--- src/design/ideq_pkg.sv ---
// Shared types for the indexed deque engine: operation and status codes,
// and the shift control that the sequencer hands to every storage cell.
// No dependencies.
package ideq_pkg;

  localparam int unsigned OP_W     = 3;
  localparam int unsigned STATUS_W = 2;
  localparam int unsigned WORD_W   = 32;

  typedef enum logic [OP_W-1:0] {
    OP_PUSH_BACK  = 3'd0,
    OP_PUSH_FRONT = 3'd1,
    OP_POP_BACK   = 3'd2,
    OP_POP_FRONT  = 3'd3,
    OP_INSERT     = 3'd4,
    OP_REMOVE     = 3'd5,
    OP_READ       = 3'd6
  } ideq_op_e;

  typedef enum logic [STATUS_W-1:0] {
    ST_OK        = 2'd0,
    ST_EMPTY     = 2'd1,
    ST_FULL      = 2'd2,
    ST_BAD_INDEX = 2'd3
  } ideq_status_e;

  typedef struct packed {
    logic fire;
    logic open_gap;
    logic close_gap;
  } ideq_shift_t;

endpackage

--- src/design/ideq_cell.sv ---
// One storage cell of the deque row: holds one word, takes the new value or its
// left or right neighbor on insert or remove, and captures itself for a read.
// Depends on ideq_pkg.
module ideq_cell
  import ideq_pkg::*;
#(
  parameter int unsigned IDX = 0,
  parameter int unsigned PW  = 7
) (
  input  logic              clk_i,
  input  ideq_shift_t       shift_i,
  input  logic [PW-1:0]     pos_i,
  input  logic [PW-1:0]     count_i,
  input  logic [WORD_W-1:0] value_i,
  input  logic [WORD_W-1:0] left_i,
  input  logic [WORD_W-1:0] right_i,
  output logic [WORD_W-1:0] data_o,
  output logic [WORD_W-1:0] tap_o
);

  localparam logic [PW-1:0] IdxV  = PW'(IDX);
  localparam logic [PW-1:0] IdxV1 = PW'(IDX + 1);

  logic [WORD_W-1:0] data_q, data_d;
  logic [WORD_W-1:0] tap_q;

  always_comb begin
    data_d = data_q;
    priority if (shift_i.fire && shift_i.open_gap) begin
      if (IdxV == pos_i) begin
        data_d = value_i;
      end else if (IdxV > pos_i && IdxV <= count_i) begin
        data_d = left_i;
      end
    end else if (shift_i.fire && shift_i.close_gap) begin
      if (IdxV >= pos_i && IdxV1 < count_i) begin
        data_d = right_i;
      end
    end else begin
      data_d = data_q;
    end
  end

  always_ff @(posedge clk_i) begin
    data_q <= data_d;
    if (shift_i.fire) begin
      tap_q <= (IdxV == pos_i) ? data_q : '0;
    end
  end

  assign data_o = data_q;
  assign tap_o  = tap_q;

endmodule

--- config.mk ---
export PLATFORM = sky130hd
export DESIGN_NAME = ideq_cell
export DESIGN_NICKNAME = d
export VERILOG_FILES = /design/src/design/ideq_pkg.sv /design/src/design/ideq_cell.sv
export SDC_FILE = /design/constraint.sdc
export NUM_CORES = 1
export LEC_CHECK = 0
export BUFFER_PORTS_ARGS = -buffer_cell sky130_fd_sc_hd__buf_2
export CAP_MARGIN = 20
export CORE_AREA = 8 8 92 94
export CTS_BUF_LIST = sky130_fd_sc_hd__clkbuf_8
export DETAILED_ROUTE_END_ITERATION = 12
export DIE_AREA = 0 0 100 102
export PLACE_DENSITY = 0.86
export SYNTH_ARGS = -nofsm -noshare
export SYNTH_HDL_FRONTEND = slang
export SYNTH_SLANG_ARGS = --single-unit
--- constraint.sdc ---
create_clock -name clk_i -period 3.1 [get_ports clk_i]
set_clock_uncertainty 0.15 [all_clocks]
set_input_delay 0.62 -clock clk_i [delete_from_list [all_inputs] [get_ports clk_i]]
set_output_delay 0.62 -clock clk_i [all_outputs]
set_load 0.05 [all_outputs]
[Yosys cells after proc, flatten, opt, wreduce, memory -nomap -nowiden]
Cells that the tools add are included.
Word-level totals
  register bits: 64
  latch bits: 0
  bits in writable memories: 0
  ROM bits: 0
  bits of input ports: 114
  output and inout bits: 64
  logic and storage cells: 20
  memories: 0
Cells by class
  add/subtract/negate cells: 0
  multipliers: 0
  div/mod/pow operators: 0
  order comparisons: 4
  eq/ne operators: 1
  shift operators: 0
  multiplexer cells: 5
  bitwise logic cells: 0
  reductions and logical operators: 8
Operators with widths (count)
  32-bit two-way mux: 5
  1-bit by 7-bit greater-or-equal comparator with 1-bit output (first input constant): 1
  1-bit by 7-bit greater-than comparator with 1-bit output (first input constant): 1
  1-bit by 7-bit <= comparator with 1-bit output (first input constant): 1
  7-bit logical NOT: 1
  1-bit by 7-bit < comparator with 1-bit output (first input constant): 1
  1-bit logical AND: 4
  2-bit nonzero test: 2
  3-bit by 1-bit != test with 1-bit output (second input constant): 1
  3-bit AND reduction: 1

[Depth between registers and ports, before layout]
Gate-level depths: netlist of run 1.
  depth in word-level cells: 5
  depth in mapped cells: 5
  mapped depth without buffers: 3

[Worst setup path after synthesis of run 1]
OpenSTA, ideal clock, no wires.
  kind: input port to flip-flop
  from: in pos_i[4]
  to: reg data_q[0], in the netlist data_o[0], enable pin
  setup time: 387 ps
  arrival time: 2226 ps
  data required time: 2563 ps
  slack: 337 ps
  cell stages on the path: 4
  cells stage by stage: or4_4 nor2_4 buf_4 o211a_1
Between the ends
  cells in the longest elaborated chain, start to end: 4
  elaborated cells between the ends (all ways): 8
  classes of those cells: order compare (2); eq/ne (1); reduce/logical (5)
RTL lines
  from (decl): line ideq_cell.sv:12  | input logic [PW-1:0] pos_i,
  1-bit by 7-bit greater-than comparator with 1-bit output / 1-bit by 7-bit greater-or-equal comparator with 1-bit output (equally long branches): line ideq_cell.sv:32, ideq_cell.sv:36
  1-bit logical AND (on tied branches): line ideq_cell.sv:32, ideq_cell.sv:36
  3-bit by 1-bit != test with 1-bit output (no line) / 2-bit nonzero test (equally long branches)
  3-bit AND reduction (no line) (*)
  to (signal assigned): line ideq_cell.sv:45  | data_q <= data_d;
  to (decl): line ideq_cell.sv:24  | logic [WORD_W-1:0] data_q, data_d;
Every way passes the cells marked *; elsewhere a longest branch is shown, timed or not.
A chain may end at the register's enable or synchronous reset.

[Final worst setup path of run 1]
  from: in pos_i[4]
  to: reg data_q[29], in the netlist data_o[29], enable pin
The elaborated chain is that of the path after synthesis.

==> metrics.md, run 1 <==
| Metric | Value |
|---|---|
| Post-synthesis instance area | 3040 µm² |
| Row cnt | 31 |
| Buffer and inverter count on the worst path | 2 |
| Area inside the core boundary | 7060 µm² |
| Worst-case reg-to-reg path depth | 1 |
| Wire per inst | 17.8 µm |
| Remaining design rule violation count | 0 |
| Net switching fraction of the power | 25.9% |
| CP Cell Sequence | buf_2, or4_4, nor2_4, o211a_1, buf_12 |
| Initial cell density of the core | 43.0% |
| Transition time at the pin with the least slew margin | 570 ps |
| Total routing resource utilization after global routing | 18.2% |
| Number of post-CTS setup repair buffers | 0 |
| Combinational share of power | 13.8% |
| H-tree level count | 3 |
| Cts bufs inserted | 9 |
| Violation count after the first detailed-route iteration | 156 |
| Commonest non-fill, non-tap cells in the layout | sky130_fd_sc_hd__buf_2 (176), sky130_fd_sc_hd__edfxtp_1 (64), sky130_fd_sc_hd__and2_1 (33) |
| Largest net degree at the start of global routing | 33 |
| Hold buffer count at cts | 0 |
| Critical path data arrival time | 2160 ps |
| Boundary Pins | 178 |
| Bufs on Longest Clock Path | 2 |
| Required time at the worst-slack endpoint | 2990 ps |
| Final critical-path share of the clock period | 73.5% |
| Status | completed |
| Hold Path Cell Cnt | 1 |
| Final net count | 548 |
| CTS clk-pin slew, worst paths | 70 ps |
| Final critical delay including setup and external delays | 2280 ps |
| Post-route setup TNS | 0 ps |
| Die H | 102 µm |
| Type of the tightest min-delay check | register to register |
| Register area share after synthesis | 63.3% |
| Clock share of power | 32.9% |
| Final count of hold timing violations | 0 |
| CP endpoint kind | register |
| Die footprint | 10200 µm² |
| Number of setup violations in the final report | 0 |
| Via count | 2844 |
| Cell-internal power | 1350 µW |
| Max-slew headroom | 61.9% |
| HPWL after detailed placement | 7.29 mm |
| Initial antenna violation count | 0 |
| Maximum single-stage delay on the critical path | 550 ps |
| Top delay family on crit path | simple AND/OR/NAND/NOR gates |
| Antenna Cells | 0 |
| Power density over the cells | 432 nW/µm² |
| Fraction of layout instances using a drive strength above 1 | 47.2% |
| Number of instances in the synthesized netlist | 260 |
| Portion of total power attributed to sequential cells | 53.4% |
| Resized Gates After CTS | 0 |
| Wire length after detailed routing | 9.55 mm |
| Crit Path Class | primary input to register |
| Maximum vdd drop | 0.206 mV |
| Hold Slack | 405 ps |
| CTS tree | done |
| Count of synthesis-stage warnings from yosys | 0 |
| Die X-Extent | 100 µm |
| Max-Cap Viols | 0 |
| Layout Area Growth over Synthesis | 38.6% |
| Average cell area after synthesis | 11.7 µm² |
| Number of global-route vias before repair | 2978 |
| Upper clock frequency limit | 439 MHz |
| Skew-Pair Late Insertion Delay | 330 ps |
| Flop and latch count out of synthesis | 64 |
| Cell at the root of the clock tree | sky130_fd_sc_hd__clkbuf_8 |
| Setup repair after global routing missed its margin | no |
| Final instance count without filler cells | 538 |
| Number of nets produced by synthesis | 374 |
| Cell count after placement | 522 |
| Slew Limit Fails | 0 |
| Detail-routed via count per cell | 5.29 |
| DRT antenna net count | 0 |
| Master of the slowest instance on the critical path | sky130_fd_sc_hd__or4_4 |
| CTS Sinks | 64 |
| Count of cell types in the netlist | 18 |
| Buffers added on ports | 176 |
| First-pass GRT wire length | 14.3 mm |
| Number of optimization iterations in the first detailed-route pass | 4 |
| Worst-path maximum fanout | 22 |
| Static leakage power | 0.00184 µW |
| Crit path launch type | primary input |
| Finished Core Util | 59.6% |
| Crit. path cell count | 5 |
| Placer Congestion | 0.833 |
| Switching power | 471 µW |
| Overflow left after global routing | 0 |
| Most common library cell in the layout ignoring fill and taps | sky130_fd_sc_hd__buf_2 |
layer usage:
| layer | vias up | track usage [%] | share of wire, % |
|---|---|---|---|
| met4 | 0 | 9.30 | 2.1 |
| met2 | 156 | 32.1 | 52 |
| met1 | 1323 | 19.9 | 38 |
| met5 | - | 0 | 0 |
| li1 | 1346 | - | - |
| met3 | 19 | 4.36 | 8.2 |
power by group through the flow:
stage               Sequential, µW  Clock [µW]  Combinational (µW)
global route                   970         643                 271
detailed placement             989           0                 250
floorplan                     1040           0                82.4
global placement               988           0                 243
CTS                            970         610                 251
finish                         970         597                 251
per-stage QoR:
stage | area (µm²) | total power (µW) | worst slack, ps
5_1_grt | 4210 | 1880 | 780
4_1_cts | 4210 | 1830 | 817
3_5_place_dp | 4050 | 1240 | 450
6_report | 4210 | 1820 | 822
3_3_place_gp | 4050 | 1230 | 510
2_1_floorplan | 3040 | 1120 | 337
layout make-up:
type | instances | area, µm²
Clock buffer | 9 | 124
Clock inverter | 7 | 40.0
Fill cell | 621 | 2850
Timing Repair Buffer | 188 | 983
Tap cell | 99 | 124
Inverter | 1 | 3.75
Multi-Input combinational cell | 170 | 1010
Sequential cell | 64 | 1920
final timing paths:
kind                    from          to  slack (ps)
hold / removal     data_o[5]    tap_o[5]         410
setup reg to reg  data_o[23]   tap_o[23]        2120
setup / recovery    pos_i[4]  data_o[29]         820
hold reg to reg    data_o[5]    tap_o[5]         410
cell families (layout without fill, tap and decap cells):
kind of cell           after synthesis  after routing  synth area share, %
AOI/OAI and AO/OA                   98             98                 20.4
and+or+nand+nor                     72             72                 12.6
DFF                                 64             64                 63.3
buffers and inverters               26            205                 3.71
synthesized netlist by cell type:
cell type,n,share of area (%)
sky130_fd_sc_hd__edfxtp_1,64,63
sky130_fd_sc_hd__and2_1,33,6.8
sky130_fd_sc_hd__nor2_1,33,4.1
sky130_fd_sc_hd__a21oi_1,32,5.3
sky130_fd_sc_hd__a41oi_1,32,9.2
sky130_fd_sc_hd__o21ai_0,32,5.3
sky130_fd_sc_hd__clkbuf_1,19,2.3
sky130_fd_sc_hd__buf_2,3,0.49
sky130_fd_sc_hd__buf_4,3,0.74
sky130_fd_sc_hd__inv_1,1,0.12
sky130_fd_sc_hd__nand2_1,1,0.12
sky130_fd_sc_hd__nor2_4,1,0.37
sky130_fd_sc_hd__nor4_2,1,0.41
sky130_fd_sc_hd__o211a_1,1,0.33
sky130_fd_sc_hd__o31a_1,1,0.29
sky130_fd_sc_hd__or3_1,1,0.21
sky130_fd_sc_hd__or4_1,1,0.25
sky130_fd_sc_hd__or4_4,1,0.37
registers in the layout, summed over array words and instances (netlist names):
signal,flops
data_o,32
tap_o,32
Note: power is estimated with default switching activity, not from simulation.
==> run 2, diff against run 1 <==
--- a/config.mk
+++ b/config.mk
@@ -7,11 +7,11 @@
 export LEC_CHECK = 0
 export BUFFER_PORTS_ARGS = -buffer_cell sky130_fd_sc_hd__buf_2
 export CAP_MARGIN = 20
-export CORE_AREA = 8 8 92 94
+export CORE_AREA = 8 8 96 98
 export CTS_BUF_LIST = sky130_fd_sc_hd__clkbuf_8
 export DETAILED_ROUTE_END_ITERATION = 12
-export DIE_AREA = 0 0 100 102
-export PLACE_DENSITY = 0.86
+export DIE_AREA = 0 0 104 106
+export PLACE_DENSITY = 0.83
 export SYNTH_ARGS = -nofsm -noshare
 export SYNTH_HDL_FRONTEND = slang
 export SYNTH_SLANG_ARGS = --single-unit
==> constraint.sdc (replaced) <==
create_clock -name clk_i -period 1.85 [get_ports clk_i]
set_clock_uncertainty 0.15 [all_clocks]
set_input_delay 0.37 -clock clk_i [delete_from_list [all_inputs] [get_ports clk_i]]
set_output_delay 0.37 -clock clk_i [all_outputs]
set_load 0.05 [all_outputs]
==> run 2 against run 1 <==
Against the previous run:
- clock-buffer cell count did not move
- flip-flop and latch count unchanged
- cell area rose by 2.9%
- worst setup slack got worse by 740 ps
- via count is 2.2% higher
- sequential share of layout area fell by 1.3 points
- routed wire length up 8.8%
- critical path type unchanged
==> metrics.md, run 2 (same netlist as run 1, synthesis figures left out) <==
| Metric | Value |
|---|---|
| End of the worst register-to-register path | tap_o[28] (was tap_o[23]) |
| Number of post-CTS setup repair buffers | 0 (unchanged) |
| Wire per inst | 18.8 µm (was 17.8 µm) |
| Critical path data arrival time | 1690 ps (was 2160 ps) |
| Final critical delay including setup and external delays | 1760 ps |
| Bufs on Longest Clock Path | 2 (unchanged) |
| Clock share of power | 35.4% (was 32.9%) |
| Max-Cap Viols | 0 (unchanged) |
| Slack of the worst reg-to-reg path | 890 ps (was 2120 ps) |
| Worst min-delay path endpoint | data_o[1] (was tap_o[5]) |
| Area inside the core boundary | 7850 µm² (was 7060 µm²) |
| Hold buffer count at cts | 0 (unchanged) |
| CP endpoint kind | register (unchanged) |
| Die X-Extent | 104 µm (was 100 µm) |
| CP Cell Sequence | buf_2, or4_4, buf_4, o21ai_0, a21oi_1 (was buf_2, or4_4, nor2_4, o211a_1, buf_12) |
| Crit path launch type | primary input (unchanged) |
| Net switching fraction of the power | 25.0% (was 25.9%) |
| H-tree level count | 3 (unchanged) |
| Detail-routed via count per cell | 5.27 (was 5.29) |
| Upper clock frequency limit | 567 MHz |
| Slew Limit Fails | 0 (unchanged) |
| DRT antenna net count | 0 (unchanged) |
| Die H | 106 µm (was 102 µm) |
| Overflow left after global routing | 0 (unchanged) |
| Initial cell density of the core | 38.7% (was 43.0%) |
| Maximum single-stage delay on the critical path | 620 ps (was 550 ps) |
| Initial antenna violation count | 0 (unchanged) |
| Power density over the cells | 740 nW/µm² (was 432 nW/µm²) |
| Total Power | 3210 µW (was 1820 µW) |
| Final net count | 556 (was 548) |
| Remaining design rule violation count | 0 (unchanged) |
| CTS Sinks | 64 (unchanged) |
| Fraction of layout instances using a drive strength above 1 | 48.1% (was 47.2%) |
| Final critical-path share of the clock period | 95.4% |
| Placer Congestion | 0.847 (was 0.833) |
| Skew-Pair Late Insertion Delay | 340 ps (was 330 ps) |
| Final-layout fill cell count | 734 (was 621) |
| Cts bufs inserted | 9 (unchanged) |
| Static leakage power | 0.00188 µW (was 0.00184 µW) |
| Most common library cell in the layout ignoring fill and taps | sky130_fd_sc_hd__buf_2 (unchanged) |
| Largest net degree at the start of global routing | 33 (unchanged) |
| Combinational share of power | 13.9% (was 13.8%) |
| Commonest non-fill, non-tap cells in the layout | sky130_fd_sc_hd__buf_2 (176), sky130_fd_sc_hd__edfxtp_1 (64), sky130_fd_sc_hd__and2_1 (33) (unchanged) |
| CTS clk-pin slew, worst paths | 80 ps (was 70 ps) |
| Layout Area Growth over Synthesis | 42.6% (was 38.6%) |
| Startpoint of the worst register-to-register path | data_o[28] (was data_o[23]) |
| CTS tree | done (unchanged) |
| Hold Path Cell Cnt | 3 (was 1) |
| Required time at the worst-slack endpoint | 1770 ps (was 2990 ps) |
| Number of setup violations in the final report | 0 (unchanged) |
| Boundary Pins | 178 (unchanged) |
| Worst-case reg-to-reg path depth | 1 (unchanged) |
| Number of global-route vias before repair | 3158 (was 2978) |
| Maximum vdd drop | 0.400 mV (was 0.206 mV) |
| Status | completed (unchanged) |
| Total routing resource utilization after global routing | 18.5% (was 18.2%) |
| Max-slew headroom | 74.6% (was 61.9%) |
| Violation count after the first detailed-route iteration | 152 (was 156) |
| Master of the slowest instance on the critical path | sky130_fd_sc_hd__or4_4 (unchanged) |
| Cell-internal power | 2410 µW (was 1350 µW) |
| Portion of total power attributed to sequential cells | 50.7% (was 53.4%) |
| Crit Path Class | primary input to register (unchanged) |
| Hold Slack | 203 ps (was 405 ps) |
| Cell at the root of the clock tree | sky130_fd_sc_hd__clkbuf_8 (unchanged) |
| Via count | 2907 (was 2844) |
| Buffers added on ports | 176 (unchanged) |
| Row cnt | 33 (was 31) |
| Area after detailed placement | 4130 µm² (was 4050 µm²) |
| Beginning of the worst hold path | right_i[1] (was data_o[5]) |
| Switching power | 801 µW (was 471 µW) |
| Wire length after detailed routing | 10.4 mm (was 9.55 mm) |
| Summed area of non-filler cells in the final layout | 4330 µm² (was 4210 µm²) |
| Number of optimization iterations in the first detailed-route pass | 6 (was 4) |
| HPWL after detailed placement | 7.59 mm (was 7.29 mm) |
| Type of the tightest min-delay check | primary input to register (was register to register) |
| Final count of hold timing violations | 0 (unchanged) |
| Setup repair after global routing missed its margin | no (unchanged) |
| First-pass GRT wire length | 16.3 mm (was 14.3 mm) |
| Antenna Cells | 0 (unchanged) |
| Transition time at the pin with the least slew margin | 381 ps (was 570 ps) |
| Worst-path maximum fanout | 24 (was 22) |
| Die footprint | 11000 µm² (was 10200 µm²) |
==> run 2: changes by cell type in the layout (fill, tap and decap cells not counted), sizes merged <==
cell / previous run / this run
clkinvlp: 1 / 2
bufinv: 0 / 1
inv: 2 / 1
o211a: 1 / 2
buf: 188 / 195
clkinv: 5 / 4
==> run 2: cell type report <==
class | count | area, µm² | area share (%)
Inverter | 1 | 3.75 | 0.0867
Timing Repair Buffer | 195 | 1050 | 24.2
Tap cell | 105 | 131 | 3.03
Sequential cell | 64 | 1920 | 44.4
Clock inverter | 7 | 62.6 | 1.44
Multi-Input combinational cell | 171 | 1040 | 24.0
Clock buffer | 9 | 124 | 2.86
==> run 2: power groups by stage <==
stage,clock network (µW),registers [µW],logic (µW)
final,1140,1630,445
after global routing,1220,1630,485
after CTS,1160,1630,445
after detailed placement,0,1660,441
after global placement,0,1660,426
after floorplan,0,1740,138
==> run 2: how the worst max path moves through the flow <==
stage / from / to / slack (ps) / depth (start not counted)
floorplan: pos_i[4] / data_o[0] / -200 / 4
global placement: pos_i[4] / data_o[26] / -390 / 4
detailed placement: pos_i[4] / data_o[23] / -430 / 4
CTS: pos_i[4] / data_o[13] / 70 / 5
global route: pos_i[4] / data_o[0] / 10 / 5
finish: pos_i[4] / data_o[13] / 90 / 5
==> run 2: per-stage QoR <==
stage / setup TNS [ps] / utilization, % / cells / worst slack, ps
finish: 0 / 55.2 / 552 / 85.9
global route: 0 / 55.2 / 552 / 11.3
CTS: 0 / 55.2 / 552 / 72.5
detailed placement: -24950 / 52.6 / 535 / -435
global placement: -21420 / 52.6 / 535 / -392
floorplan: -6540 / - / 260 / -204
==> run 2: worst max-delay path: cells and delay by family <==
family,cells,cell delay (ps)
and+or+nand+nor,1,620
buffers and inverters,2,380
AOI/OAI and AO/OA,2,310
==> run 2: repair_timing <==
action / CTS / global route
cloned: 1 / 0
hold endpoints to repair: 0 / 0
resized for setup: 1 / 1
setup endpoints to repair: 32 / 1
==> run 2: layer usage <==
| metal | GRT usage [%] | part of all wire (%) | wire length (µm) |
|---|---|---|---|
| met5 | 0 | 0 | 0 |
| met4 | 7.14 | 1.6 | 170 |
| met3 | 5.99 | 8.4 | 878 |
| met2 | 34.4 | 52 | 5420 |
| met1 | 19.0 | 38 | 3920 |
