File: config.mk
export PLATFORM = sky130hd
export DESIGN_NAME = ideq_ctrl
export DESIGN_NICKNAME = d
export VERILOG_FILES = /design/src/design/ideq_pkg.sv /design/src/design/ideq_ctrl.sv
export SDC_FILE = /design/constraint.sdc
export NUM_CORES = 1
export LEC_CHECK = 0
export CAP_MARGIN = 40
export CORE_MARGIN = 2
export CORE_UTILIZATION = 28
export DETAILED_ROUTE_END_ITERATION = 10
export DONT_BUFFER_PORTS = 1
export PLACE_DENSITY = 0.39
export RECOVER_POWER = 50
export SYNTH_ARGS = -nofsm -noshare
export SYNTH_HDL_FRONTEND = slang
export SYNTH_SLANG_ARGS = --single-unit
File: constraint.sdc
create_clock -name vclk -period 3.66
set_input_delay 0.183 -clock vclk [all_inputs]
set_output_delay 0.183 -clock vclk [all_outputs]
set_load 0.02 [all_outputs]
File: src/design/ideq_pkg.sv
// Shared types for the indexed deque engine: operation and status codes,
// and the shift control that the sequencer hands to every storage cell.
// No dependencies.
package ideq_pkg;

  localparam int unsigned OP_W     = 3;
  localparam int unsigned STATUS_W = 2;
  localparam int unsigned WORD_W   = 32;

  typedef enum logic [OP_W-1:0] {
    OP_PUSH_BACK  = 3'd0,
    OP_PUSH_FRONT = 3'd1,
    OP_POP_BACK   = 3'd2,
    OP_POP_FRONT  = 3'd3,
    OP_INSERT     = 3'd4,
    OP_REMOVE     = 3'd5,
    OP_READ       = 3'd6
  } ideq_op_e;

  typedef enum logic [STATUS_W-1:0] {
    ST_OK        = 2'd0,
    ST_EMPTY     = 2'd1,
    ST_FULL      = 2'd2,
    ST_BAD_INDEX = 2'd3
  } ideq_status_e;

  typedef struct packed {
    logic fire;
    logic open_gap;
    logic close_gap;
  } ideq_shift_t;

endpackage

File: src/design/ideq_ctrl.sv
// Request decoder: resolves the effective index, checks full, empty and
// range, and derives the shift control and the new element count.
// Depends on ideq_pkg.
module ideq_ctrl
  import ideq_pkg::*;
#(
  parameter int unsigned DEPTH = 64,
  parameter int unsigned PW    = 7
) (
  input  logic [OP_W-1:0] op_i,
  input  logic [PW-1:0]   pos_i,
  input  logic [PW-1:0]   count_i,
  input  logic            fire_i,
  output ideq_shift_t     shift_o,
  output logic [PW-1:0]   pos_o,
  output logic [PW-1:0]   count_o,
  output ideq_status_e    status_o,
  output logic            rd_o
);

  localparam logic [PW-1:0] DepthV = PW'(DEPTH);

  logic is_full;
  logic is_empty;

  assign is_full  = (count_i == DepthV);
  assign is_empty = (count_i == '0);

  always_comb begin
    pos_o            = pos_i;
    count_o          = count_i;
    status_o         = ST_OK;
    rd_o             = 1'b0;
    shift_o.fire     = fire_i;
    shift_o.open_gap = 1'b0;
    shift_o.close_gap = 1'b0;
    unique case (op_i)
      OP_PUSH_BACK, OP_PUSH_FRONT, OP_INSERT: begin
        if (op_i == OP_PUSH_BACK) begin
          pos_o = count_i;
        end else if (op_i == OP_PUSH_FRONT) begin
          pos_o = '0;
        end
        if (is_full) begin
          status_o = ST_FULL;
        end else if (pos_o > count_i) begin
          status_o = ST_BAD_INDEX;
        end else begin
          shift_o.open_gap = 1'b1;
          count_o          = count_i + PW'(1);
        end
      end
      OP_POP_BACK, OP_POP_FRONT, OP_REMOVE, OP_READ: begin
        if (op_i == OP_POP_BACK) begin
          pos_o = count_i - PW'(1);
        end else if (op_i == OP_POP_FRONT) begin
          pos_o = '0;
        end
        if (is_empty) begin
          status_o = ST_EMPTY;
        end else if (pos_o >= count_i) begin
          status_o = ST_BAD_INDEX;
        end else begin
          rd_o = 1'b1;
          if (op_i != OP_READ) begin
            shift_o.close_gap = 1'b1;
            count_o           = count_i - PW'(1);
          end
        end
      end
      default: begin
        status_o = ST_BAD_INDEX;
      end
    endcase
  end

endmodule

* Word level (Yosys, flattened, before mapping)
Index checks and enable logic that the tools add are counted.
** Storage, ports and cells
- Logic and storage cells :: 44
- Register bits after elaboration :: 0
- Input port bits :: 18
- Output and inout port bits :: 20
** Cells by class
- Mux-type cells :: 28
- Add/sub/neg operators :: 2
- Reduce and logical (&&, ||, !) cells :: 4
- $lt $le $gt $ge :: 2
- Eq/ne operators :: 8
** Operators with widths (count)
- 2-to-1 mux 7 bit :: 11
- one-hot mux 7 bit (2 select lines) :: 2
- 2-to-1 mux 1 bit :: 10
- equality test 3 bit, second input constant :: 3
- 2-to-1 mux 2 bit :: 4
- adder 7 x 1 -> 7 bit, second input constant :: 1
- equality test 7 bit, second input constant :: 1
- >= comparator 7 bit :: 1
- greater-than comparator 7 bit :: 1
- logical NOT 7 bit :: 1
- subtractor 7 x 1 -> 7 bit, second input constant :: 1
- equality test 3 x 2 -> 1 bit, second input constant :: 2
- one-hot mux 2 bit (2 select lines) :: 1
- OR reduction 4 bit :: 1
- equality test 3 x 1 -> 1 bit, second input constant :: 1
- logical NOT 3 bit :: 1
- != test 3 bit, second input constant :: 1
- OR reduction 3 bit :: 1

* Depth between registers and ports, before layout
Gate-level depths: netlist of run 1.
- Depth after elaboration :: 8
- Depth in mapped cells :: 15
- Gate-level depth less buffers :: 13

* Least setup slack after synthesis of run 1
OpenSTA, ideal clock, no wires.
- Kind :: input port to output port
- Start :: input count_i[1]
- End :: output count_o[3]
- Data arrival time :: 2949 ps
- Setup slack :: 528 ps
- Buffers on the path :: 1
- Stages on the path :: 14
- Data required time :: 3477 ps
- Cells stage by stage :: inv_1 > ha_1 > and2_1 > clkbuf_2 > nand3_1 > xnor2_1 > a22o_1 > ha_1 > a41o_1 > a21oi_2 > o21ai_2 > nor3_4 > a211oi_1 > a41oi_1
** Between the ends
- Longest elaborated chain between the ends :: 7
- Elaborated cells on any way between the ends :: 16
- Classes of those cells :: add/sub: 2; order compare: 2; eq/ne: 1; mux: 10; reduce/logical: 1
** Ends and longest elaborated chain
- from (decl) :: line ideq_ctrl.sv:12 : input logic [PW-1:0] count_i,
- subtractor 7 x 1 -> 7 bit :: line ideq_ctrl.sv:55, ideq_ctrl.sv:67
- 2-to-1 mux 7 bit :: line ideq_ctrl.sv:54 : if (op_i == OP_POP_BACK) begin
- 2-to-1 mux 7 bit :: line ideq_ctrl.sv:37 : unique case (op_i)
- >= comparator 7 bit :: line ideq_ctrl.sv:61 : end else if (pos_o >= count_i) begin
- 2-to-1 mux 7 bit :: line ideq_ctrl.sv:61
- 2-to-1 mux 7 bit :: line ideq_ctrl.sv:59 : if (is_empty) begin
- one-hot mux 7 bit (2 select lines) (*) :: line ideq_ctrl.sv:37
- to (decl) :: line ideq_ctrl.sv:16 : output logic [PW-1:0] count_o,
Every way passes the cells marked *; elsewhere a longest branch is shown, timed or not. The select of a mux whose other input is x is not followed.

* Worst setup path after layout of run 1
- Start :: input count_i[1]
- End :: output count_o[1]
Same word-level chain as after synthesis.

==> impl_summary.log, run 1 <==
INFO  metric synth_area = ~1300 sq um
INFO  metric holdBufCountCts = 0
INFO  metric totalWireLength = 4.067 mm
INFO  metric fillers = approximately 530
INFO  metric synth_area_leader_cell = sky130_fd_sc_hd__ha_1
INFO  metric synth.yosys.seq_area_share = 0
INFO  metric maxSlewHeadroom = 0.4994
INFO  metric power.density_cell_area = approximately 160 nW/um^2
INFO  metric path_class = primary input to primary output
INFO  metric drv_slew = 0
INFO  metric accumulated_negative_setup_slack = 0 ns
INFO  metric grt_start_max_net_pins = 18
INFO  metric globalRouteOverflowTotal = 0
INFO  metric ys_types = 51
INFO  metric period_share = 0.9267
INFO  metric areaGrowthSynthToFinish = 0.09426%
INFO  metric power_leakage = approximately 0.53 nW
INFO  metric critical_path_maximum_fanout = 11
INFO  metric antenna-diode-count = 0
INFO  metric register_area = 0 sq um
INFO  metric data_required_critical_path = roughly 3.5 ns
INFO  metric routedWlPerCell = around 18 um
INFO  metric worstMarginPinSlew = around 0.75 ns
INFO  metric layout.sequential_cells = 0
INFO  metric holdPathStages = 0
INFO  metric via_count_of_the_first_global_routing_pass = 1321
INFO  metric data_arrival_time_of_the_critical_path = between 3 and 4 ns
INFO  metric fin_hold_ws = roughly 0.37 ns
INFO  metric io_buffers = 0
INFO  metric setup.worst_path.end_class = primary output
INFO  metric placed_cell_area = between 1000 and 1500 sq um
INFO  metric worst_hold_path_type = primary input to primary output
INFO  metric core_footprint = 4629 sq um
INFO  metric num-nets-final = around 210
INFO  metric max_freq = 294.8 MHz
INFO  metric synth.top_cells.by_area = sky130_fd_sc_hd__ha_1 16%, sky130_fd_sc_hd__a22o_1 8.6%, sky130_fd_sc_hd__xnor2_1 8.6%
INFO  metric initial_cell_density_of_the_core = 0.2862
INFO  metric finish.instance_area = about 1300 sq um
INFO  metric hold_violation_total_from_the_final_report = 0
INFO  metric critical_path.startpoint_type = primary input
INFO  metric run_status = finished clean
INFO  metric die_w = 72.79 um
INFO  metric synth_cells = ~190
INFO  metric cts-resized-gates = 0
INFO  metric clockBufferCount = 0
INFO  metric period_minus_slack = 3.392 ns
INFO  metric ir_drop = ~0.000063 V
INFO  metric drt.antenna.violating_nets = 0
INFO  metric dr.pass1.iters = 4
INFO  metric multi_input_logic_area = approximately 1200 sq um
INFO  metric die_y = just over 70 um
INFO  metric ys_warn_count = 0
INFO  metric number_of_antenna_violations_at_the_first_check_in_global_routing = 0
INFO  metric boundaryPins = 38
INFO  metric floorplan.die_area = 5298 sq um
INFO  metric gpl.final_weighted_congestion = 0.8779
INFO  metric synth_largest_type_area_fraction = 0.1605
INFO  metric drt_first_iter_violations = 81
INFO  metric drv.max_cap_violation_count = 0
INFO  metric rows = 25
INFO  metric grt_first_pass_wirelength = ~7 mm
INFO  metric grt_setup_unrepaired = no
INFO  metric finish.utilization = 0.2865
INFO  metric syn-num-nets = 220
INFO  metric syn_area_per_cell = roughly 7.2 sq um
INFO  metric post-cts-setup-buffers = 0
INFO  metric hpwlAfterDp = 3.311 mm
INFO  metric setup-violations-final = 0
INFO  metric layout-drive-gt1-share = 0.1034
INFO  metric gr-usage-all-layers = 0.1564
INFO  metric num_vias = between 1000 and 1500
INFO  metric drc_errors = 0
INFO  metric vias_per_cell = just under 6
## Yosys cell counts, drive strengths merged, types with 2 or more instances
cell     n
a21o     2
a21oi    9
a22o    13
and2     2
and3     3
buf     11
clkbuf   6
ha      17
inv      7
mux2i    2
nand2   20
nand2b   4
nand3   12
nand4    4
nor2    10
nor3     9
nor4     3
o21ai    9
o221ai   2
o31ai    7
xnor2   14
xor2     2
## logic make-up after synthesis
logic type / share of synthesized area
xor gates and xnor gates: 0.1114
AOI/OAI and AO/OA: 0.3097
buffers and inverters: 0.09820
adders and majority gates: 0.1605
muxes: 0.01511
and+or+nand+nor: 0.3050
## critical path, stage by stage
cell and delay (ns):
sky130_fd_sc_hd__inv_1 0.18, sky130_fd_sc_hd__ha_1 0.33, sky130_fd_sc_hd__and2_1 0.27, sky130_fd_sc_hd__nand3_1 0.18
sky130_fd_sc_hd__xnor2_1 0.16, sky130_fd_sc_hd__a22o_1 0.20, sky130_fd_sc_hd__ha_1 0.32, sky130_fd_sc_hd__nand4_1 0.12
sky130_fd_sc_hd__o21ai_2 0.44, sky130_fd_sc_hd__o21ai_0 0.19, sky130_fd_sc_hd__and3b_1 0.25, sky130_fd_sc_hd__o21ai_0 0.20
sky130_fd_sc_hd__buf_4 0.18
## final cells by class
cell class                 count  share of cell area
inverter                       8             0.02264
tap                           54             0.05094
multi-input combinational    160              0.8925
timing repair buffer           6             0.03396
## path summary, 6_finish.rpt
kind        from    endpoint  slack [ns]
max   count_i[1]  count_o[1]        0.27
min       fire_i  shift_o[2]        0.37
## metal layers
layer / global-route usage / vias to the layer above / share of wire
met5: 0 / - / 0
met4: 0.004115 / 0 / 0
met3: 0.01105 / 0 / 0.060
met2: 0.2586 / 48 / 0.46
met1: 0.2342 / 634 / 0.48
li1: - / 670 / -
## report_power, final
group / leakage (nW) / internal [W] / switching, W
clock: 0 / 0 / 0
combinational: 0.531 / 0.0000790 / 0.000131
sequential: 0 / 0 / 0
## through the flow
| step | instances | setup slack [ns] | total power, W |
|---|---|---|---|
| after global routing | 228 | 0.002323 | 0.0002303 |
| after floorplan | 185 | 0.5284 | 0.0001847 |
| final | 228 | 0.2682 | 0.0002099 |
| after CTS | 228 | 0.3024 | 0.0002109 |
| after detailed placement | 228 | 0.3002 | 0.0002094 |
| after global placement | 228 | 0.4442 | 0.0002082 |
## cell usage in the layout (no fill, tap or decap), types with 2 or more instances in the layout
cell	n
sky130_fd_sc_hd__o21ai_2	2
sky130_fd_sc_hd__xnor2_1	13
sky130_fd_sc_hd__o31ai_1	7
sky130_fd_sc_hd__o21ai_0	7
sky130_fd_sc_hd__nor2_1	10
sky130_fd_sc_hd__nand3_1	11
sky130_fd_sc_hd__a22o_1	13
sky130_fd_sc_hd__nand4_1	4
sky130_fd_sc_hd__xor2_1	2
sky130_fd_sc_hd__ha_1	17
sky130_fd_sc_hd__nor4_1	2
sky130_fd_sc_hd__a21oi_1	8
sky130_fd_sc_hd__buf_4	6
sky130_fd_sc_hd__nor3_1	7
sky130_fd_sc_hd__nand2b_1	4
sky130_fd_sc_hd__o221ai_1	2
sky130_fd_sc_hd__and3_1	2
sky130_fd_sc_hd__nand2_1	19
sky130_fd_sc_hd__a21o_1	2
sky130_fd_sc_hd__mux2i_1	2
sky130_fd_sc_hd__inv_1	7
sky130_fd_sc_hd__and2_1	2
Note: power is estimated with default switching activity, not from simulation.
==> run 2, diff against run 1 <==
--- a/config.mk
+++ b/config.mk
@@ -5,12 +5,14 @@
 export SDC_FILE = /design/constraint.sdc
 export NUM_CORES = 1
 export LEC_CHECK = 0
+export BUFFER_PORTS_ARGS = -buffer_cell sky130_fd_sc_hd__clkbuf_2
 export CAP_MARGIN = 40
+export CELL_PAD_IN_SITES_DETAIL_PLACEMENT = 1
+export CELL_PAD_IN_SITES_GLOBAL_PLACEMENT = 2
 export CORE_MARGIN = 2
-export CORE_UTILIZATION = 28
+export CORE_UTILIZATION = 30
 export DETAILED_ROUTE_END_ITERATION = 10
-export DONT_BUFFER_PORTS = 1
-export PLACE_DENSITY = 0.39
+export PLACE_DENSITY = 0.82
 export RECOVER_POWER = 50
 export SYNTH_ARGS = -nofsm -noshare
 export SYNTH_HDL_FRONTEND = slang
==> run 2 against run 1 <==
- critical path depth is 2 higher
- non-clock buffer count is 37 higher
- worst setup slack better by 0.12 ns
- design area is 14% higher
- count of clock-buffer cells in the layout stayed put
- worst hold slack hardly changed
==> impl_summary.log, run 2 (synthesis gave the netlist of run 1 again) <==
INFO  metric num-nets-final = 248 (+18%)
INFO  metric worst_hold_path_type = primary input to primary output
INFO  metric fillers = 568 (+8.2%)
INFO  metric worstMarginPinSlew = 0.7713 ns (+0.02034 ns)
INFO  metric areaGrowthSynthToFinish = 14.45%
INFO  metric core_footprint = 4294 sq um (-7.2%)
INFO  metric critical_path.startpoint_type = primary input
INFO  metric gpl.final_weighted_congestion = 0.9074 (+3.4%)
INFO  metric period_share = 0.8941 (-0.03265)
INFO  metric die_w = 70.46 um (-3.2%)
INFO  metric globalRouteOverflowTotal = 0 (unchanged)
INFO  metric setup-violations-final = 0 (unchanged)
INFO  metric cts-resized-gates = 0 (unchanged)
INFO  metric most-common-layout-cells = 31 x sky130_fd_sc_hd__clkbuf_2, 19 x sky130_fd_sc_hd__nand2_1, 17 x sky130_fd_sc_hd__ha_1
INFO  metric placed_cell_area = 1523 sq um (+14%)
INFO  metric via_count_of_the_first_global_routing_pass = 1514 (+15%)
INFO  metric most_common_cell_after_layout_fill_and_taps_aside = sky130_fd_sc_hd__clkbuf_2
INFO  metric num_vias = 1490 (+10%)
INFO  metric max_freq = 305.6 MHz (+3.7%)
INFO  metric routedWlPerCell = 16.60 um (-6.9%)
INFO  metric ir_drop = 0.00006532 V (+3.9%)
INFO  metric drv.max_cap_violation_count = 0 (unchanged)
INFO  metric gr-usage-all-layers = 0.1828 (+0.02633)
INFO  metric drt.antenna.violating_nets = 0 (unchanged)
INFO  metric power.density_cell_area = 165.5 nW/um^2 (+4.6%)
INFO  metric final_worst_path_setup_slack = 0.3877 ns (+0.1195 ns)
INFO  metric design_power_total = 0.0002510 W (+20%)
INFO  metric period_minus_slack = 3.272 ns (-0.1195 ns)
INFO  metric multi_input_logic_area = 1195 sq um (+0.95%)
INFO  metric vias_per_cell = 5.665 (-4.5%)
INFO  metric power_leakage = 0.6763 nW (+27%)
INFO  metric grt_setup_unrepaired = no
INFO  metric hpwlAfterDp = 3.583 mm (+8.2%)
INFO  metric io_buffers = 36 (+36)
INFO  metric run_status = finished clean
INFO  metric dr.pass1.iters = 4 (unchanged)
INFO  metric accumulated_negative_setup_slack = 0 ns (unchanged)
INFO  metric dp_cells = 263 (+15%)
INFO  metric layout.sequential_cells = 0 (unchanged)
INFO  metric initial_cell_density_of_the_core = 0.3086 (+0.02235)
INFO  metric register_area = 0 sq um (unchanged)
INFO  metric die_y = 70.46 um (-3.2%)
INFO  metric rows = 24 (-4.0%)
INFO  metric data_arrival_time_of_the_critical_path = 3.09 ns (-0.12 ns)
INFO  metric grt_start_max_net_pins = 18 (unchanged)
INFO  metric critical_path_maximum_fanout = 11 (unchanged)
INFO  metric path_class = primary input to primary output
INFO  metric hold_violation_total_from_the_final_report = 0 (unchanged)
INFO  metric floorplan.die_area = 4965 sq um (-6.3%)
INFO  metric finish.instance_area = 1516 sq um (+14%)
INFO  metric clockBufferCount = 0 (unchanged)
INFO  metric boundaryPins = 38 (unchanged)
INFO  metric post-cts-setup-buffers = 0 (unchanged)
INFO  metric antenna-diode-count = 0 (unchanged)
INFO  metric layout-drive-gt1-share = 0.2417 (+0.1383)
INFO  metric totalWireLength = 4.367 mm (+7.4%)
INFO  metric grt_first_pass_wirelength = 7.631 mm (+12%)
INFO  metric pre_cts_slack = 0.4471 ns (+0.1469 ns)
INFO  metric maxSlewHeadroom = 0.4858 (-0.01356)
INFO  metric drv_slew = 0 (unchanged)
INFO  metric drt_first_iter_violations = 131 (+62%)
INFO  metric data_required_critical_path = 3.48 ns (about the same)
INFO  metric number_of_antenna_violations_at_the_first_check_in_global_routing = 0 (unchanged)
INFO  metric setup.worst_path.end_class = primary output
INFO  metric holdBufCountCts = 0 (unchanged)
INFO  metric drc_errors = 0 (unchanged)
INFO  metric post_layout_nonfiller_instances = 263 (+15%)
## run 2: cell count changes in the layout (fill, tap and decap cells not counted), sizes merged
cell / before / now
clkbuf: 0 / 36
buf: 6 / 7
## run 2: where the power goes
| group | total, W | switching [W] | internal [W] |
|---|---|---|---|
| combinational | 0.000251 | 0.000160 | 0.0000911 |
| sequential | 0 | 0 | 0 |
| clock | 0 | 0 | 0 |
| total | 0.000251 | 0.000160 | 0.0000911 |
## run 2: per-stage QoR
stage | util | hold slack (ns)
final | 0.3531 | 0.3661
after global routing | 0.3531 | 0.3661
after CTS | 0.3546 | 0.3661
after detailed placement | 0.3546 | 0.3661
after global placement | 0.3546 | 0.3661
after floorplan | - | 0.4786
## run 2: layout make-up
| class | count | area share |
|---|---|---|
| Tap cell | 52 | 0.04290 |
| Multi-Input combinational cell | 160 | 0.7880 |
| Timing Repair Buffer | 43 | 0.1493 |
| Inverter | 8 | 0.01980 |
## run 2: routing by layer
layer  vias to the layer above  track usage  wire, um
met4                         0     0.006410         0
met1                       708       0.2741      2240
met5                         -            0         0
met3                         0     0.008658       161
li1                        747            -         -
met2                        35       0.3019      1964
## run 2: worst max-delay path, cell delays in order
cell,delay (ns)
sky130_fd_sc_hd__clkbuf_1,0.25
sky130_fd_sc_hd__inv_1,0.10
sky130_fd_sc_hd__ha_1,0.20
sky130_fd_sc_hd__and2_1,0.15
sky130_fd_sc_hd__nand3_1,0.16
sky130_fd_sc_hd__xnor2_1,0.09
sky130_fd_sc_hd__a22o_1,0.21
sky130_fd_sc_hd__ha_1,0.32
sky130_fd_sc_hd__a41o_1,0.25
sky130_fd_sc_hd__a21oi_2,0.11
sky130_fd_sc_hd__o21ai_2,0.17
sky130_fd_sc_hd__o21ai_0,0.29
sky130_fd_sc_hd__and3b_1,0.29
sky130_fd_sc_hd__xnor2_1,0.14
sky130_fd_sc_hd__clkbuf_2,0.19
## run 2: path summary, 6_finish.rpt
kind              startpoint         end  slack [ns]  cells past startpoint
hold / removal        fire_i  shift_o[2]        0.37                      0
setup / recovery  count_i[1]  count_o[0]        0.39                     15
==> run 3, diff against run 2 <==
--- a/config.mk
+++ b/config.mk
@@ -12,8 +12,9 @@
 export CORE_MARGIN = 2
 export CORE_UTILIZATION = 30
 export DETAILED_ROUTE_END_ITERATION = 10
-export PLACE_DENSITY = 0.82
+export PLACE_DENSITY = 0.88
 export RECOVER_POWER = 50
 export SYNTH_ARGS = -nofsm -noshare
 export SYNTH_HDL_FRONTEND = slang
 export SYNTH_SLANG_ARGS = --single-unit
+export TNS_END_PERCENT = 100
==> run 3 against run 2 <==
- combinational power about the same
- sequential share of layout area unchanged
- global-route usage down 0.054 points
- non-clock buffer count unchanged
- critical path depth unchanged
- worst hold slack about the same
- core utilization down 0.058 points
- routed wire length up 1.9%
- maximum frequency down 4.6%
- first-iteration DRC count down 6.9%
- flip-flop and latch count unchanged
- worst setup slack worse by 0.16 ns
- largest power group unchanged
==> impl_summary.log, run 3 (synthesis gave the netlist of run 1 again) <==
INFO  metric run_status = finished clean
INFO  metric areaGrowthSynthToFinish = 14.26%
INFO  metric core_footprint = 4294 sq um (unchanged)
INFO  metric sw_ratio = 0.6377 (+0.0007617)
INFO  metric dr.pass1.iters = 5 (+1)
INFO  metric worst_path_largest_cell_delay = 0.51 ns (+0.19 ns)
INFO  metric initial_cell_density_of_the_core = 0.3086 (unchanged)
INFO  metric boundaryPins = 38 (unchanged)
INFO  metric hpwlAfterDp = 3.717 mm (+3.7%)
INFO  metric worstHoldEndpoint = shift_o[2]
INFO  metric critical_path.startpoint_type = primary input
INFO  metric grt_first_pass_wirelength = 7.479 mm (-2.0%)
INFO  metric chain_of_cells_forming_the_critical_path = clkbuf_2 -> inv_1 -> ha_1 -> and2_0 -> nand3_1 -> xnor2_1 -> a22o_1 -> ha_1 -> a41o_1 -> a21oi_2 -> o21ai_2 -> or4_1 -> o211a_1 -> o211ai_2 -> clkbuf_2
INFO  metric pre_cts_slack = 0.2857 ns (-0.1614 ns)
INFO  metric drv.max_cap_violation_count = 0 (unchanged)
INFO  metric setup-violations-final = 0 (unchanged)
INFO  metric cpMaxStageDelayCell = sky130_fd_sc_hd__or4_1
INFO  metric vias_per_cell = 5.749 (+1.5%)
INFO  metric post-cts-setup-buffers = 0 (unchanged)
INFO  metric p_seq_frac = 0 (unchanged)
INFO  metric critical_path_maximum_fanout = 11 (unchanged)
INFO  metric antenna-diode-count = 0 (unchanged)
INFO  metric power.density_cell_area = 166.0 nW/um^2 (+0.30%)
INFO  metric die_w = 70.46 um (unchanged)
INFO  metric switchingPower = 0.0001603 W (+0.25%)
INFO  metric period_share = 0.9372 (+0.04309)
INFO  metric worst_hold_path_type = primary input to primary output
INFO  metric ir_drop = 0.00007222 V (+11%)
INFO  metric drv_slew = 0 (unchanged)
INFO  metric min_from = fire_i
INFO  metric clockBufferCount = 0 (unchanged)
INFO  metric accumulated_negative_setup_slack = 0 ns (unchanged)
INFO  metric power_leakage = 0.6697 nW (-0.98%)
INFO  metric worstMarginPinSlew = 0.5941 ns (-0.1772 ns)
INFO  metric gr-usage-all-layers = 0.1822 (-0.0005402)
INFO  metric floorplan.die_area = 4965 sq um (unchanged)
INFO  metric via_count_of_the_first_global_routing_pass = 1483 (-2.0%)
INFO  metric data_required_critical_path = 3.48 ns (about the same)
INFO  metric period_minus_slack = 3.430 ns (+0.1577 ns)
INFO  metric maxSlewHeadroom = 0.6039 (+0.1181)
INFO  metric holdPathStages = 0 (unchanged)
INFO  metric multi_input_logic_area = 1195 sq um (unchanged)
INFO  metric hold_violation_total_from_the_final_report = 0 (unchanged)
INFO  metric fillers = 575 (+1.2%)
INFO  metric layout.sequential_cells = 0 (unchanged)
INFO  metric totalWireLength = 4.450 mm (+1.9%)
INFO  metric most_common_cell_after_layout_fill_and_taps_aside = sky130_fd_sc_hd__clkbuf_2
INFO  metric p_int = 0.00009106 W (about the same)
INFO  metric io_buffers = 36 (unchanged)
INFO  metric number_of_antenna_violations_at_the_first_check_in_global_routing = 0 (unchanged)
INFO  metric max_freq = 291.5 MHz (-4.6%)
INFO  metric drt_first_iter_violations = 122 (-6.9%)
INFO  metric num_vias = 1512 (+1.5%)
INFO  metric drc_errors = 0 (unchanged)
INFO  metric globalRouteOverflowTotal = 0 (unchanged)
INFO  metric data_arrival_time_of_the_critical_path = 3.25 ns (+0.16 ns)
INFO  metric die_y = 70.46 um (unchanged)
INFO  metric setup.worst_path.end_class = primary output
INFO  metric layout-drive-gt1-share = 0.2370 (-0.004739)
INFO  metric most-common-layout-cells = 29 x sky130_fd_sc_hd__clkbuf_2, 19 x sky130_fd_sc_hd__nand2_1, 17 x sky130_fd_sc_hd__ha_1
INFO  metric rows = 24 (unchanged)
INFO  metric grt_start_max_net_pins = 15 (-3)
INFO  metric p_clk_frac = 0 (unchanged)
INFO  metric grt_setup_unrepaired = no
INFO  metric cts-resized-gates = 0 (unchanged)
INFO  metric routedWlPerCell = 16.92 um (+1.9%)
INFO  metric holdBufCountCts = 0 (unchanged)
INFO  metric gpl.final_weighted_congestion = 0.8388 (-7.6%)
INFO  metric finish.utilization = 0.3526 (-0.0005830)
INFO  metric register_area = 0 sq um (unchanged)
INFO  metric drt.antenna.violating_nets = 0 (unchanged)
INFO  metric path_class = primary input to primary output
INFO  metric final_worst_path_setup_slack = 0.2300 ns (-0.1577 ns)
INFO  metric logic_pwr_share = 1.000 (about the same)
INFO  metric num-nets-final = 248 (unchanged)
## run 3: cell counts in the layout (fill, tap and decap cells not counted)
No cell type changed its count.
## run 3: metal layers
| layer | global-route usage | vias to the layer above | routed length, um |
|---|---|---|---|
| met5 | 0 | - | 0 |
| met4 | 0.01282 | 0 | 15 |
| met3 | 0.005772 | 2 | 270 |
| met2 | 0.3281 | 44 | 2160 |
| met1 | 0.2502 | 720 | 2003 |
| li1 | - | 746 | - |
## run 3: critical path: cells and delay by family
kind            cells  cell delay (ns)
buf+inv             3             0.57
simple gates        3             0.84
compound gates      6             0.95
fa+ha+maj           2             0.54
xor+xnor            1             0.17
## run 3: power groups by stage
stage	registers [W]	clock network [W]	logic, W
after floorplan	0	0	0.000185
after global placement	0	0	0.000250
after detailed placement	0	0	0.000253
after CTS	0	0	0.000254
after global routing	0	0	0.000276
final	0	0	0.000251
## run 3: worst max path at each step
stage	to	slack, ns	from
6_report	count_o[5]	0.23	count_i[1]
5_1_grt	count_o[1]	0.04	count_i[1]
4_1_cts	count_o[5]	0.28	count_i[1]
3_5_place_dp	count_o[5]	0.29	count_i[1]
3_3_place_gp	count_o[5]	0.41	count_i[1]
2_1_floorplan	count_o[3]	0.53	count_i[1]
## run 3: layout make-up
class / count / area share
Tap cell: 52 / 0.04298
Timing Repair Buffer: 43 / 0.1479
Multi-Input combinational cell: 160 / 0.7893
Inverter: 8 / 0.01983
## run 3: stage by stage
step                      cell area, sq um   power, W  hold slack (ns)  instances
after floorplan                       1325  0.0001847           0.4786        185
final                                 1514  0.0002513           0.3660        263
after detailed placement              1523  0.0002528           0.3661        263
after CTS                             1523  0.0002542           0.3661        263
after global routing                  1514  0.0002763           0.3661        263
after global placement                1523  0.0002497           0.3661        263
